==> config.mk <==
export PLATFORM = sky130hd
export DESIGN_NAME = ftp_host_port_parser
export DESIGN_NICKNAME = d
export VERILOG_FILES = /design/src/sv/ftphp_pkg.sv /design/src/sv/ftp_host_port_parser.sv
export SDC_FILE = /design/constraint.sdc
export NUM_CORES = 1
export LEC_CHECK = 0
export BUFFER_PORTS_ARGS = -buffer_cell sky130_fd_sc_hd__buf_2
export CAP_MARGIN = 15
export CORE_MARGIN = 4
export CORE_UTILIZATION = 35
export DETAILED_ROUTE_END_ITERATION = 10
export HOLD_SLACK_MARGIN = 0.12
export SYNTH_ARGS = -nofsm -noshare
export SYNTH_HDL_FRONTEND = slang
export SYNTH_SLANG_ARGS = --single-unit
==> constraint.sdc <==
create_clock -name clock -period 6.6 [get_ports clock]
set_clock_uncertainty 0.2 [all_clocks]
set_input_delay 1.32 -clock clock [delete_from_list [all_inputs] [get_ports clock]]
set_output_delay 1.32 -clock clock [all_outputs]
set_load 0.02 [all_outputs]
==> src/sv/ftphp_pkg.sv <==
// Package: shared types and constants for the FTP host-port text parser.
`timescale 1ns / 1ps

package ftphp_pkg;

   typedef enum logic [1:0] {
      PH_SKIP = 2'd0,
      PH_NUM  = 2'd1,
      PH_DONE = 2'd2,
      PH_ERR  = 2'd3
   } phase_type;

   localparam logic [7:0] SEP_CHAR   = 8'h2C;
   localparam logic [7:0] DIGIT_LO   = 8'h30;
   localparam logic [7:0] DIGIT_HI   = 8'h39;
   localparam logic [3:0] MIN_LEN    = 4'd11;
   localparam logic [2:0] LAST_FIELD = 3'd5;
   localparam logic [2:0] PORT_FIELD = 3'd4;

endpackage

==> src/sv/ftp_host_port_parser.sv <==
// Top level: FTP host-port text parser (a,b,c,d,p1,p2), one byte per beat.
// The result of a text is registered and presented in the cycle after its final byte is taken.
// Throughput: one byte per cycle; the parse state is a short update between registers.
// Any byte stalls while the result register is full and not being taken.
// Reset (synchronous, active high) clears parse state and the result valid flag.
// After every result the parse state returns to its reset values for the next text.
`timescale 1ns / 1ps

module ftp_host_port_parser
   import ftphp_pkg::*;
(
   input  logic        clock,
   input  logic        reset,
   input  logic        req_valid,
   output logic        req_ready,
   input  logic [7:0]  req_text_byte,
   input  logic        req_final_byte,
   output logic        rsp_valid,
   input  logic        rsp_ready,
   output logic        rsp_addr_valid,
   output logic [31:0] rsp_ipv4_addr,
   output logic [15:0] rsp_tcp_port
);

   phase_type   phase_ff, phase_in;
   logic [2:0]  field_ff, field_in;
   logic [15:0] acc_ff, acc_in;
   logic [31:0] octets_ff, octets_in;
   logic [7:0]  port_hi_ff, port_hi_in;
   logic [3:0]  len_ff, len_in;
   logic        has_digit_ff, has_digit_in;

   logic        rsp_valid_ff, rsp_valid_in;
   logic        addr_valid_ff, addr_valid_in;
   logic [31:0] ipv4_ff, ipv4_in;
   logic [15:0] port_ff, port_in;

   logic        beat;
   logic        final_beat;
   logic        is_digit;
   logic [3:0]  digit;
   logic [15:0] acc_step;
   logic        ok;

   // state after this byte but before the end-of-text clear
   logic [3:0]  len_pre_w;
   phase_type   phase_pre_w;
   logic [2:0]  field_pre_w;
   logic [15:0] acc_pre_w;
   logic [31:0] octets_pre_w;
   logic [7:0]  port_hi_pre_w;
   logic        digit_pre_w;

   assign req_ready  = !rsp_valid_ff || rsp_ready;
   assign beat       = req_valid && req_ready;
   assign final_beat = beat && req_final_byte;

   assign is_digit = (req_text_byte >= DIGIT_LO) && (req_text_byte <= DIGIT_HI);
   assign digit    = req_text_byte[3:0];
   // acc*10 + d, mod 2^16
   assign acc_step = {acc_ff[12:0], 3'b000} + {acc_ff[14:0], 1'b0} + {12'd0, digit};

   always_comb begin
      len_pre_w     = (len_ff < MIN_LEN) ? len_ff + 4'd1 : len_ff;
      phase_pre_w   = phase_ff;
      field_pre_w   = field_ff;
      acc_pre_w     = acc_ff;
      octets_pre_w  = octets_ff;
      port_hi_pre_w = port_hi_ff;
      digit_pre_w   = has_digit_ff;
      if (phase_ff == PH_DONE || phase_ff == PH_ERR) begin
         phase_pre_w = phase_ff;
      end else if (req_text_byte == 8'd0) begin
         phase_pre_w = PH_ERR;
      end else if (phase_ff == PH_SKIP) begin
         if (is_digit) begin
            phase_pre_w = PH_NUM;
            field_pre_w = 3'd0;
            acc_pre_w   = {12'd0, digit};
            digit_pre_w = 1'b1;
         end
      end else if (is_digit) begin
         acc_pre_w   = acc_step;
         digit_pre_w = 1'b1;
      end else if (!has_digit_ff) begin
         phase_pre_w = PH_ERR;
      end else if (field_ff >= LAST_FIELD) begin
         phase_pre_w = PH_DONE;
      end else if (req_text_byte != SEP_CHAR) begin
         phase_pre_w = PH_ERR;
      end else begin
         if (field_ff < PORT_FIELD) begin
            octets_pre_w = {octets_ff[23:0], acc_ff[7:0]};
         end else begin
            port_hi_pre_w = acc_ff[7:0];
         end
         field_pre_w = field_ff + 3'd1;
         acc_pre_w   = 16'd0;
         digit_pre_w = 1'b0;
      end
   end

   // parse state update
   always_comb begin
      phase_in     = phase_ff;
      field_in     = field_ff;
      acc_in       = acc_ff;
      octets_in    = octets_ff;
      port_hi_in   = port_hi_ff;
      len_in       = len_ff;
      has_digit_in = has_digit_ff;
      if (beat) begin
         if (req_final_byte) begin
            phase_in     = PH_SKIP;
            field_in     = 3'd0;
            acc_in       = 16'd0;
            octets_in    = 32'd0;
            port_hi_in   = 8'd0;
            len_in       = 4'd0;
            has_digit_in = 1'b0;
         end else begin
            phase_in     = phase_pre_w;
            field_in     = field_pre_w;
            acc_in       = acc_pre_w;
            octets_in    = octets_pre_w;
            port_hi_in   = port_hi_pre_w;
            len_in       = len_pre_w;
            has_digit_in = digit_pre_w;
         end
      end
   end

   // result formation, from the state as updated by this beat
   always_comb begin
      ok = (len_pre_w >= MIN_LEN) &&
           (phase_pre_w == PH_DONE ||
            (phase_pre_w == PH_NUM && field_pre_w == LAST_FIELD && digit_pre_w));
      rsp_valid_in  = rsp_valid_ff && !rsp_ready;
      addr_valid_in = addr_valid_ff;
      ipv4_in       = ipv4_ff;
      port_in       = port_ff;
      if (final_beat) begin
         rsp_valid_in  = 1'b1;
         addr_valid_in = ok;
         ipv4_in       = ok ? octets_pre_w : 32'd0;
         port_in       = ok ? ({port_hi_pre_w, 8'd0} + acc_pre_w) : 16'd0;
      end
   end

   always_ff @(posedge clock) begin
      if (reset) begin
         phase_ff     <= PH_SKIP;
         field_ff     <= 3'd0;
         acc_ff       <= 16'd0;
         octets_ff    <= 32'd0;
         port_hi_ff   <= 8'd0;
         len_ff       <= 4'd0;
         has_digit_ff <= 1'b0;
         rsp_valid_ff <= 1'b0;
      end else begin
         phase_ff     <= phase_in;
         field_ff     <= field_in;
         acc_ff       <= acc_in;
         octets_ff    <= octets_in;
         port_hi_ff   <= port_hi_in;
         len_ff       <= len_in;
         has_digit_ff <= has_digit_in;
         rsp_valid_ff <= rsp_valid_in;
      end
   end

   always_ff @(posedge clock) begin
      addr_valid_ff <= addr_valid_in;
      ipv4_ff       <= ipv4_in;
      port_ff       <= port_in;
   end

   assign rsp_valid      = rsp_valid_ff;
   assign rsp_addr_valid = addr_valid_ff;
   assign rsp_ipv4_addr  = ipv4_ff;
   assign rsp_tcp_port   = port_ff;

   // a final beat always lands in the result register
   a_final_gives_rsp: assert property (@(posedge clock) disable iff (reset)
      final_beat |=> rsp_valid)
      else $error("final beat did not produce a result");

   // parse state is back at reset after each text
   a_clear_after_text: assert property (@(posedge clock) disable iff (reset)
      final_beat |=> (phase_ff == PH_SKIP && len_ff == 4'd0 && field_ff == 3'd0))
      else $error("parse state not cleared after final beat");

   // an invalid result carries zero address and port
   a_invalid_zero: assert property (@(posedge clock) disable iff (reset)
      (rsp_valid && !rsp_addr_valid) |-> (rsp_ipv4_addr == 32'd0 && rsp_tcp_port == 16'd0))
      else $error("invalid result with nonzero payload");

   a_field_range: assert property (@(posedge clock) disable iff (reset)
      field_ff <= LAST_FIELD)
      else $error("field index out of range");

endmodule
# Word level (Yosys, flattened, before mapping)
# Index checks and enable logic that the tools add are counted.
dict set report totals {
  input_bits 13
  ff_bits 116
  word_cells 99
}
dict set report classes {
  magnitude_cmp 6
  n_eq_ne 6
  mux 57
  reduce_logical 14
  n_addsub 5
}
# operator count
set op_table {}
lappend op_table {{2-to-1 mux 32 bit} 9}
lappend op_table {{2-to-1 mux 16 bit} 9}
lappend op_table {{2-to-1 mux 8 bit} 9}
lappend op_table {{adder 16 bit} 2}
lappend op_table {{2-to-1 mux 3 bit} 9}
lappend op_table {{2-to-1 mux 2 bit} 9}
lappend op_table {{adder 16 x 4 -> 16 bit} 1}
lappend op_table {{2-to-1 mux 1 bit} 10}
lappend op_table {{>= comparator 8 x 6 -> 1 bit, second input constant} 1}
lappend op_table {{less-or-equal comparator 8 x 6 -> 1 bit, second input constant} 1}
lappend op_table {{logical NOT 8 bit} 1}
lappend op_table {{2-to-1 mux 4 bit} 2}
lappend op_table {{!= test 8 x 6 -> 1 bit, second input constant} 1}
lappend op_table {{logical AND 1 bit} 7}
lappend op_table {{equality test 2 bit, second input constant} 3}
lappend op_table {{adder 4 x 1 -> 4 bit, second input constant} 1}
lappend op_table {{>= comparator 4 bit, second input constant} 1}
lappend op_table {{less-than comparator 4 bit, second input constant} 1}
lappend op_table {{adder 3 x 1 -> 3 bit, second input constant} 1}
lappend op_table {{equality test 3 bit, second input constant} 1}
lappend op_table {{>= comparator 3 bit, second input constant} 1}
lappend op_table {{logical OR 1 bit} 3}
lappend op_table {{less-than comparator 3 bit, second input constant} 1}
lappend op_table {{equality test 2 x 1 -> 1 bit, second input constant} 1}
lappend op_table {{other kinds (2)} 3}

# Longest topological paths before layout
# Gate-level depths: netlist (run 1).
dict set report logic_depth {
  ltp_word 13
  ltp_mapped 18
}

# Worst setup path after synthesis (run 1)
# OpenSTA, ideal clock, no wires.
dict set report synth_timing {
  path_type {in2reg}
  from {input req_text_byte[3]}
  to {register port_ff[15], in the netlist rsp_tcp_port[15] (data pin)}
  arrival_ns 4.774
  cell_stages 18
  required_time_ns 6.254
  slack_ns 1.480
  setup_ns 0.146
  n_path_buf 0
  path_cell_list {inv_1 > fa_1 > inv_1 > ha_1 > a211oi_1 > o21ai_0 > a31oi_1 > xnor2_1 > nand2_1 > nand2_1 > ha_1 > a21o_1 > a211oi_1 > nor2_1 > o41ai_1 > xnor2_1 > or3_1 > a21oi_1}
}
dict set report synth_between {
  elab_chain_len 13
  word_cells_on_any_way 53
}
# element line
set synth_lines {}
lappend synth_lines {{start, declared} ftp_host_port_parser.sv:16} ;# input logic [7:0] req_text_byte,
lappend synth_lines {{branches (longest 13 deep; another with adder 16 x 4 -> 16 bit)} n/a}
lappend synth_lines {{end signal, assigned} ftp_host_port_parser.sv:175} ;# port_ff <= port_in;
lappend synth_lines {{end, declared} ftp_host_port_parser.sv:36} ;# logic [15:0] port_ff, port_in;
# Parallel ways; which one is timed is not known.
# A chain may end at the register's enable or synchronous reset.

# Final worst setup path (run 1)
# Ends and elaborated chain as after synthesis.

==> results by group, run 1 <==
GRT
  – GR Overflow Total: 0
  – Antenna violations before repair: 0
  – First-pass GRT wire length: ~25 mm
  – Met1 GRT Util: 0.208
  – Largest net degree at the start of global routing: 66
  – Vias in the first global route: 4897
  – Routing usage on met3: 0.0376
  – GR Util All Layers: 0.157
  – Gr busiest metal: met2
  – Met2 usage: 0.252

Layout
  – Area occupied by multi-input gates: 0.00299 mm²
  – Filler cell count: 1641
  – Nets: between 700 and 800
  – Area growth, synth to finish: 18.1%
  – Layout cell share with drive strength beyond 1: 0.164
  – Register area: 0.00281 mm²
  – Antenna diode count: 0

Placed design
  – RD Place Congestion: 0.818
  – Number of I/O port buffers: 63
  – DP HPWL: 10.1 mm

Worst setup path
  – Worst EP required: 6.66 ns
  – CP most frequent cell: o21ai_0
  – Critical Path Start Type: input port
  – CP top delay family: compound AO/OA/AOI/OAI gates
  – Crit-path max cell delay: a little under 0.6 ns
  – Critical Path Slowest Stage Cell: fa_1
  – CP max FO: 6
  – CP Class: in -> reg
  – Setup crit end kind: flip-flop
  – CP Buf/Inv Count: 3
  – Worst path arrival time: 5.32 ns
  – Cell-by-cell trace of the critical path: buf_2 > inv_1 > fa_1 > inv_1 > ha_1 > a211oi_1 > o21ai_0 > a31oi_1 > o21ai_0 > xor2_1 > a22o_1 > ha_1 > o21ai_0 > nor2_1 > o41ai_1 > xnor2_1 > or3_1 > a21oi_1

Detailed routing
  – Routed WL: 14.7 mm
  – DRC: 0
  – Number of vias per cell: 5.28
  – Total number of vias: 4933
  – Drt pass-1 iters: 5
  – Routed WL per cell: 15.7 µm
  – Starting DRC count in detailed routing: 414
  – Final ANT Viol Nets: 0

STA
  – Final setup fails: 0
  – Fin crit share: 0.797
  – Fmax: 0.190 GHz
  – Worst-Margin Slew: 1.03 ns
  – Setup TNS: 0 ns
  – Fin crit period: roughly 5.3 ns
  – Final hold violations: 0
  – RSZ-0062 raised after global routing: no
  – Slew Limit Fails: 0
  – Slew headroom: 0.314

CTS
  – Clock-pin slew on the worst setup and hold paths: 0.05 ns
  – Root Driver: clkbuf_16
  – Worst skew pair latency: 0.42 ns
  – CTS Sinks: 116
  – Num CTS Buffers: 17
  – H-tree depth: 4
  – Post CTS Setup Buffer Count: 0
  – CTS tree: built
  – Hold-fix buffers, CTS: 0
  – Max Root-Sink Buffers: 2
  – Post-CTS sizing: 0

Synthesis
  – Area share of the largest cell type after synthesis: 0.246
  – Syn_area_per_cell: 9.24 µm²
  – Most instantiated cells after synthesis: 96 x nor2_1, 89 x nand2_1, 67 x dfxtp_1
  – Distinct cell type count after synthesis: 55
  – Ys flop type: dfxtp_1
  – Synth Instances: 648
  – Top-count cell post-synth: nor2_1
  – #FFs+latches synth: 116
  – Share of the yosys chip area belonging to registers: 0.470
  – Post-synth EDFFs: 49
  – Yosys warning total: 0
  – Syn Nets: 700
  – Synthesized area: 0.00598 mm²
  – Top cells by area, synth: edfxtp_1 25%, dfxtp_1 22%, ha_1 7.5%
  – Yosys top cell by area: edfxtp_1
  – Ys async rst share: 0

Floorplanning
  – Die area: a little under 0.02 mm²
  – Die X: about 140 µm
  – Core ar.: approximately 0.017 mm²
  – Die height: 139 µm
  – Rows: 47
  – Io pins: 64
  – Initial Utilization: 0.360

Job
  – Max-cap violations: 0

Power
  – Peak supply drop: 0.000182 V
  – Power Dens Cells: between 200 and 250 mW/mm²
  – Power, Total: ~1.7 mW
  – Leakage: 2.61 nW

Outcome
  – Status: complete, no violations

Worst hold path
  – Min-Delay Path Class: reg -> reg
where the power goes:
| group | total (mW) | switching [mW] | internal (mW) |
|---|---|---|---|
| Combinational | 0.0802 | 0.0607 | 0.0194 |
| Sequential | 0.766 | 0.00444 | 0.761 |
| Clock | 0.896 | 0.311 | 0.585 |
layout by cell type, fill, tap and decap left out, types with 3 or more instances in the layout:
| master | n |
|---|---|
| ha_1 | 36 |
| xnor2_1 | 9 |
| clkbuf_1 | 3 |
| dfxtp_1 | 67 |
| nor2b_1 | 5 |
| a22oi_1 | 53 |
| nor2_2 | 4 |
| a21oi_1 | 57 |
| a2bb2oi_1 | 3 |
| nor3_1 | 13 |
| edfxtp_1 | 49 |
| o21ai_0 | 18 |
| nand4_1 | 6 |
| xor2_1 | 7 |
| clkbuf_16 | 17 |
| a21o_1 | 9 |
| a32oi_1 | 4 |
| clkinv_1 | 3 |
| fa_1 | 3 |
| nand2_1 | 89 |
| nand3_1 | 6 |
| and3_1 | 3 |
| a211oi_1 | 4 |
| inv_1 | 14 |
| and2_1 | 4 |
| bufinv_16 | 3 |
| clkinv_2 | 4 |
| o21a_1 | 5 |
| mux2_2 | 7 |
| a31oi_1 | 3 |
| buf_2 | 63 |
| nor2_1 | 94 |
| a22o_1 | 6 |
| buf_4 | 6 |
metal layers:
layer / routed length (µm) / up-vias
met5: 0 / -
met3: 687 / 23
met4: 216 / 0
met1: 6970 / 2328
li1: - / 2453
met2: 6790 / 129
registers in the layout, summed over array words and instances (netlist names):
signal	count
rsp_ipv4_addr	32
octets_ff	32
field_ff	3
port_hi_ff	8
has_digit_ff	1
phase_ff	2
rsp_valid	1
rsp_addr_valid	1
len_ff	4
rsp_tcp_port	16
acc_ff	16
kinds of logic (layout without fill, tap and decap cells):
family | Yosys count | count (layout) | synth area share
multiplexers | 9 | 9 | 0.0165
AND/OR/NAND/NOR | 236 | 236 | 0.169
adder cells (fa/ha/maj) | 39 | 39 | 0.0853
XOR/XNOR | 16 | 16 | 0.0234
AO/OA/AOI/OAI | 182 | 182 | 0.201
buffers and inverters | 50 | 117 | 0.0349
flip-flops | 116 | 116 | 0.470
final timing paths:
check / start / endpoint / slack (ns) / cells past startpoint
hold / removal: port_hi_ff[7]$_SDFFE_PP0P_ / port_hi_ff[7]$_SDFFE_PP0P_ / 0.31 / 2
hold reg to reg: port_hi_ff[7]$_SDFFE_PP0P_ / port_hi_ff[7]$_SDFFE_PP0P_ / 0.31 / 2
setup / recovery: req_text_byte[3] / rsp_tcp_port[15]$_SDFFCE_PN0P_ / 1.34 / 18
setup reg to reg: acc_ff[0]$_SDFFE_PP0P_ / rsp_tcp_port[15]$_SDFFCE_PN0P_ / 1.88 / 17
tightest hold or removal path: cells and delay by family (launching register included):
family / cells / cell delay (ns)
flip-flops: 1 / 0.34
AND/OR/NAND/NOR: 1 / 0.08
AO/OA/AOI/OAI: 1 / 0.06
per-stage QoR:
step	utilization	hold WS (ns)	std cells	setup slack (ns)	instance area, µm²
2_1_floorplan	-	0.253	648	1.48	5980
3_3_place_gp	0.390	0.274	903	1.05	6490
3_5_place_dp	0.390	0.290	903	0.980	6490
4_1_cts	0.425	0.304	935	1.38	7070
5_1_grt	0.425	0.336	935	1.00	7070
6_report	0.425	0.310	935	1.34	7070
layout make-up:
| class | count | share of cell area |
|---|---|---|
| clock inverter | 12 | 0.0195 |
| sequential | 116 | 0.398 |
| inverter | 16 | 0.00850 |
| tap | 220 | 0.0389 |
| timing repair buffer | 69 | 0.0510 |
| multi-input combinational | 482 | 0.422 |
| clock buffer | 20 | 0.0618 |
No activity file was read; power rests on OpenSTA's default activity.
==> inputs of run 2 (changes only) <==
- clock period: 6.6 -> 4.8 ns (I/O delays scaled with it)
==> run 2 against run 1 <==
  * Global-route usage barely moved
  * Sequential share of layout area fell by 1.5 points
  * Design area grew 4.0%
  * Wire length is 1.9% higher
  * Clock power rose by 38%
  * Critical endpoint unchanged
  * Largest cell class unchanged
  * Largest power group unchanged
==> results by group, run 2 (synthesized netlist as in run 1, its figures left out) <==
Detailed routing
  – DRC: 0
  – Routed WL: ~15 mm
  – Drt pass-1 iters: 5
  – Number of vias per cell: 5.37
  – Total number of vias: 5179
  – Starting DRC count in detailed routing: 468
  – Routed WL per cell: 15.5 µm
  – Final ANT Viol Nets: 0

Floorplanning
  – Core ar.: 0.0166 mm²
  – Die height: 139 µm
  – Initial Utilization: 0.360
  – Die X: 139 µm
  – Die area: 0.0193 mm²
  – Rows: 47
  – Io pins: 64

GRT
  – Met1 GRT Util: 0.207
  – Gr busiest metal: met2
  – Antenna violations before repair: 0
  – First-pass GRT wire length: ~25 mm
  – Met2 usage: 0.247
  – Routing usage on met3: 0.0403
  – Largest net degree at the start of global routing: 55
  – Vias in the first global route: 4949
  – GR Overflow Total: 0
  – GR Util All Layers: 0.156

Placed design
  – DP HPWL: 10.3 mm
  – Placed cell count: 932
  – RD Place Congestion: 0.876
  – Dpl cell area: 0.00671 mm²
  – Number of I/O port buffers: 63

STA
  – Final hold violations: 0
  – Slew Limit Fails: 0
  – Worst-Margin Slew: approximately 1.1 ns
  – Final setup fails: 0
  – Fmax: 0.220 GHz
  – Fin crit share: 0.948
  – Slew headroom: 0.297
  – RSZ-0062 raised after global routing: no
  – Fin crit period: 4.55 ns

Worst setup path
  – CP Class: in -> reg
  – Worst path arrival time: ~4.6 ns
  – CP max FO: 3
  – Critical Path Start Type: input port
  – Setup crit end kind: flip-flop
  – Worst EP required: 4.86 ns

Layout
  – Final non-filler cell total: between 900 and 1000
  – Most frequent cells in the layout: 94 x nor2_1, 89 x nand2_1, 67 x dfxtp_1, 63 x buf_2, 56 x a21oi_1
  – Commonest non-fill, non-tap cell in the layout: nor2_1
  – Final Cell Area: 0.00735 mm²
  – Antenna diode count: 0
  – Layout cell share with drive strength beyond 1: 0.208
  – Area growth, synth to finish: 22.8%
  – Nets: slightly below 800

Power
  – Leakage: about 2.8 nW
  – Peak supply drop: 0.000272 V
  – Power, Total: 2.41 mW
  – Power Dens Cells: roughly 330 mW/mm²

CTS
  – Max Root-Sink Buffers: 2
  – Root Driver: clkbuf_16
  – Hold-fix buffers, CTS: 0
  – Num CTS Buffers: 17
  – Worst skew pair latency: roughly 0.41 ns
  – CTS tree: built
  – Clock-pin slew on the worst setup and hold paths: 0.05 ns
  – H-tree depth: 4
  – CTS Sinks: 116

Outcome
  – Status: complete, no violations

Job
  – Max-cap violations: 0

Worst hold path
  – Min-Delay Path Class: reg -> reg
-- run 2: cell count changes in the layout (fill, tap and decap cells not counted), sizes merged --
cell / before / now
clkinv: 8 / 5
clkinvlp: 1 / 3
clkbuf: 20 / 21
buf: 69 / 98
-- run 2: area by class of cell --
type                            instances  area [µm²]
Tap cell                              220         275
Multi-Input combinational cell        482        3040
Fill cell                            1605        9290
Timing Repair Buffer                   98         578
Clock buffer                           21         450
Sequential cell                       116        2810
Clock inverter                         11         134
Inverter                               16        60.1
-- run 2: worst paths after layout --
check | from | cells past startpoint | endpoint | slack [ns]
setup / recovery | req_text_byte[2] | 18 | rsp_tcp_port[15]$_SDFFCE_PN0P_ | 0.25
setup reg to reg | acc_ff[1]$_SDFFE_PP0P_ | 17 | rsp_tcp_port[15]$_SDFFCE_PN0P_ | 0.39
hold reg to reg | acc_ff[15]$_SDFFE_PP0P_ | 2 | acc_ff[15]$_SDFFE_PP0P_ | 0.30
hold / removal | acc_ff[15]$_SDFFE_PP0P_ | 2 | acc_ff[15]$_SDFFE_PP0P_ | 0.30
-- run 2: per-layer routing --
layer / wire, µm / vias up
li1: - / 2516
met1: 6890 / 2458
met2: 6840 / 175
met3: 851 / 30
met4: 360 / 0
met5: 0 / -
-- run 2: per-stage QoR --
stage | setup TNS, ns | hold slack, ns | setup WS [ns] | util
2_1_floorplan | 0 | 0.253 | 0.0405 | -
3_3_place_gp | -0.457 | 0.275 | -0.291 | 0.403
3_5_place_dp | -0.636 | 0.288 | -0.355 | 0.403
4_1_cts | 0 | 0.300 | 0.0678 | 0.438
5_1_grt | 0 | 0.339 | 0.0139 | 0.442
6_report | 0 | 0.296 | 0.248 | 0.442
-- run 2: report_power, final --
group,internal [mW],total (mW),switching [mW],leakage [nW]
Clock,0.820,1.24,0.422,0.276
Combinational,0.0297,0.115,0.0850,1.53
Sequential,1.05,1.05,0.00574,0.977
-- run 2: repair_timing --
item | in CTS | in global routing
buffers inserted | 0 | 1
setup endpoints to repair | 0 | 2
gates resized for setup | 0 | 13
-- run 2: worst max-delay path: stages --
cell and delay, ns:
buf_2 0.11, ha_1 0.29, ha_1 0.22, inv_1 0.09, fa_2 0.21, nor2b_1 0.06, o31a_1 0.33, o41ai_2 0.36
o21bai_1 0.14, xor2_1 0.16, a22o_1 0.25, ha_4 0.25, a211oi_2 0.24, nor2_2 0.07, o41ai_2 0.30, xnor2_1 0.12
or3_1 0.33, a21oi_2 0.12
==> inputs of run 3 (changes only) <==
- CORE_UTILIZATION: 35 -> 40
- CTS_BUF_LIST: not set -> sky130_fd_sc_hd__clkbuf_4
==> run 3 against run 2 <==
  * Count of clock-buffer cells in the layout is 3 lower
  * Global-route usage is 2.0 points higher
  * Die area is 12% lower
  * Combinational power hardly changed
  * Utilization is 2.9 points higher
  * First-iteration DRC count is 8.5% lower
  * Wire length is 2.2% lower
  * Hold slack better by 0.022 ns
  * Sequential share of layout area is 2.7 points higher
  * Worst setup slack better by 0.050 ns
  * Critical endpoint unchanged
  * Critical path depth is 1 higher
  * Critical path type unchanged
==> results by group, run 3 (synthesized netlist as in run 1, its figures left out) <==
CTS
  – Hold-fix buffers, CTS: 0
  – H-tree depth: 4
  – Clock-pin slew on the worst setup and hold paths: 0.09 ns
  – Max Root-Sink Buffers: 2
  – CTS Sinks: 116
  – Root Driver: clkbuf_4
  – Worst skew pair latency: ~0.53 ns
  – Num CTS Buffers: 17
  – CTS tree: built
  – Post-CTS sizing: 0
  – Post CTS Setup Buffer Count: 0

STA
  – Slew headroom: 0.289
  – Final setup fails: 0
  – Hold slack: 0.318 ns
  – Slew Limit Fails: 0
  – Worst-Margin Slew: about 1.1 ns
  – RSZ-0062 raised after global routing: no
  – Fmax: 0.222 GHz
  – Fin crit period: 4.50 ns
  – Setup ws final: 0.298 ns
  – Fin crit share: 0.938
  – Final hold violations: 0

Placed design
  – Placed cell count: 891
  – DP HPWL: between 10 and 15 mm
  – DP Worst Slack: -0.381 ns
  – RD Place Congestion: 0.892
  – Number of I/O port buffers: 63

Worst setup path
  – CP max FO: 2
  – CP Class: in -> reg
  – Worst EP required: 4.97 ns
  – Critical Path Start Type: input port
  – Critical Path Source: req_text_byte[3]
  – R2r setup slk: around 0.44 ns
  – R2r worst-path depth: 17
  – Reg-to-reg endpoint: rsp_tcp_port[15]$_SDFFCE_PN0P_
  – Worst path arrival time: 4.67 ns
  – Setup crit end kind: flip-flop
  – Critical R2R Launch: acc_ff[1]$_SDFFE_PP0P_
  – CP Capture Point: rsp_tcp_port[15]$_SDFFCE_PN0P_

Layout
  – Layout cell share with drive strength beyond 1: 0.194
  – Most frequent cells in the layout: 94 x nor2_1, 89 x nand2_1, 67 x dfxtp_1, 63 x buf_2, 57 x a21oi_1
  – Filler cell count: 1411
  – Nets: 778
  – Area growth, synth to finish: 14.8%
  – Final non-filler cell total: 923
  – Commonest non-fill, non-tap cell in the layout: nor2_1

GRT
  – First-pass GRT wire length: about 24 mm
  – GR Overflow Total: 0
  – Vias in the first global route: 4862
  – GR Util All Layers: 0.176
  – Antenna violations before repair: 1
  – Largest net degree at the start of global routing: 51

Detailed routing
  – Starting DRC count in detailed routing: roughly 430
  – Final ANT Viol Nets: 0
  – Drt pass-1 iters: 5
  – Number of vias per cell: 5.50
  – DRC: 0
  – Routed WL per cell: 15.8 µm
  – Routed WL: 14.6 mm
  – Total number of vias: 5075

Worst hold path
  – Min-Delay Path Class: reg -> reg

Floorplanning
  – Io pins: 64
  – Die area: between 0.015 and 0.02 mm²
  – Initial Utilization: 0.410
  – Die X: between 100 and 150 µm
  – Die height: approximately 130 µm
  – Rows: 44
  – Core ar.: 0.0146 mm²

Power
  – Switch Pwr: roughly 0.45 mW
  – Sequential Power Share: 0.594
  – Sw frac: 0.253
  – Power Dens Cells: between 200 and 300 mW/mm²
  – Pint: 1.32 mW
  – Power share of the clock group: 0.342
  – Leakage: around 2.6 nW
  – Peak supply drop: 0.000111 V
  – Comb power frac: 0.064
  – Power, Total: around 1.8 mW

Job
  – Max-cap violations: 0

Outcome
  – Status: complete, no violations
[run 3: cell count changes in the layout (fill, tap and decap cells not counted), sizes merged]
cell / before / now
buf: 98 / 93
clkinv: 5 / 10
clkbuf: 21 / 18
bufinv: 3 / 1
clkinvlp: 3 / 2
diode: 0 / 1
[run 3: power groups by stage]
stage                     logic [mW]  registers, mW  clock network (mW)
after floorplan               0.0433           1.10                   0
final                          0.113           1.05               0.604
after global placement         0.112           1.07                   0
after CTS                      0.114           1.05               0.628
after global routing           0.123           1.05               0.671
after detailed placement       0.114           1.07                   0
[run 3: worst max-delay path, cell delays in order]
cell and delay, ns:
buf_2 0.09, inv_1 0.05, fa_1 0.59, inv_1 0.06
ha_1 0.31, a211oi_1 0.26, o21ai_0 0.18, a31oi_1 0.23
xnor2_1 0.15, nand2_1 0.09, nand2_1 0.09, ha_1 0.23
a21o_1 0.17, a211oi_1 0.25, nor2_1 0.11, o41ai_2 0.24
xnor2_1 0.13, or3_1 0.35, a21oi_1 0.14
[run 3: stage by stage]
step	utilization	setup TNS (ns)	instance area [µm²]
6_report	0.471	0	6870
5_1_grt	0.471	0	6870
2_1_floorplan	-	0	5980
3_3_place_gp	0.454	-0.461	6630
4_1_cts	0.470	0	6860
3_5_place_dp	0.454	-0.548	6630
[run 3: layer usage]
| metal | up-vias | share of wire | GRT usage |
|---|---|---|---|
| met5 | - | 0 | 0 |
| met4 | 0 | 0.022 | 0.0721 |
| met2 | 130 | 0.47 | 0.287 |
| li1 | 2510 | - | - |
| met3 | 24 | 0.050 | 0.0434 |
| met1 | 2411 | 0.46 | 0.224 |
[run 3: worst min-delay path by stage]
stage,from,to,cells after the start
after global placement,port_hi_ff[7]$_SDFFE_PP0P_,port_hi_ff[7]$_SDFFE_PP0P_,2
after global routing,port_hi_ff[7]$_SDFFE_PP0P_,port_hi_ff[7]$_SDFFE_PP0P_,2
after floorplan,port_hi_ff[7]$_SDFFE_PP0P_,port_hi_ff[7]$_SDFFE_PP0P_,2
after detailed placement,acc_ff[15]$_SDFFE_PP0P_,acc_ff[15]$_SDFFE_PP0P_,2
after CTS,acc_ff[15]$_SDFFE_PP0P_,acc_ff[15]$_SDFFE_PP0P_,2
final,acc_ff[15]$_SDFFE_PP0P_,acc_ff[15]$_SDFFE_PP0P_,2
[run 3: layout make-up]
type	instances	area, µm²	area share
Clock buffer	18	135	0.0197
Multi-Input combinational cell	482	2990	0.436
Timing Repair Buffer	93	541	0.0787
Clock inverter	13	93.8	0.0137
Sequential cell	116	2810	0.409
Inverter	16	60.1	0.00874
Tap cell	184	230	0.0335
Antenna cell	1	2.50	0.000364
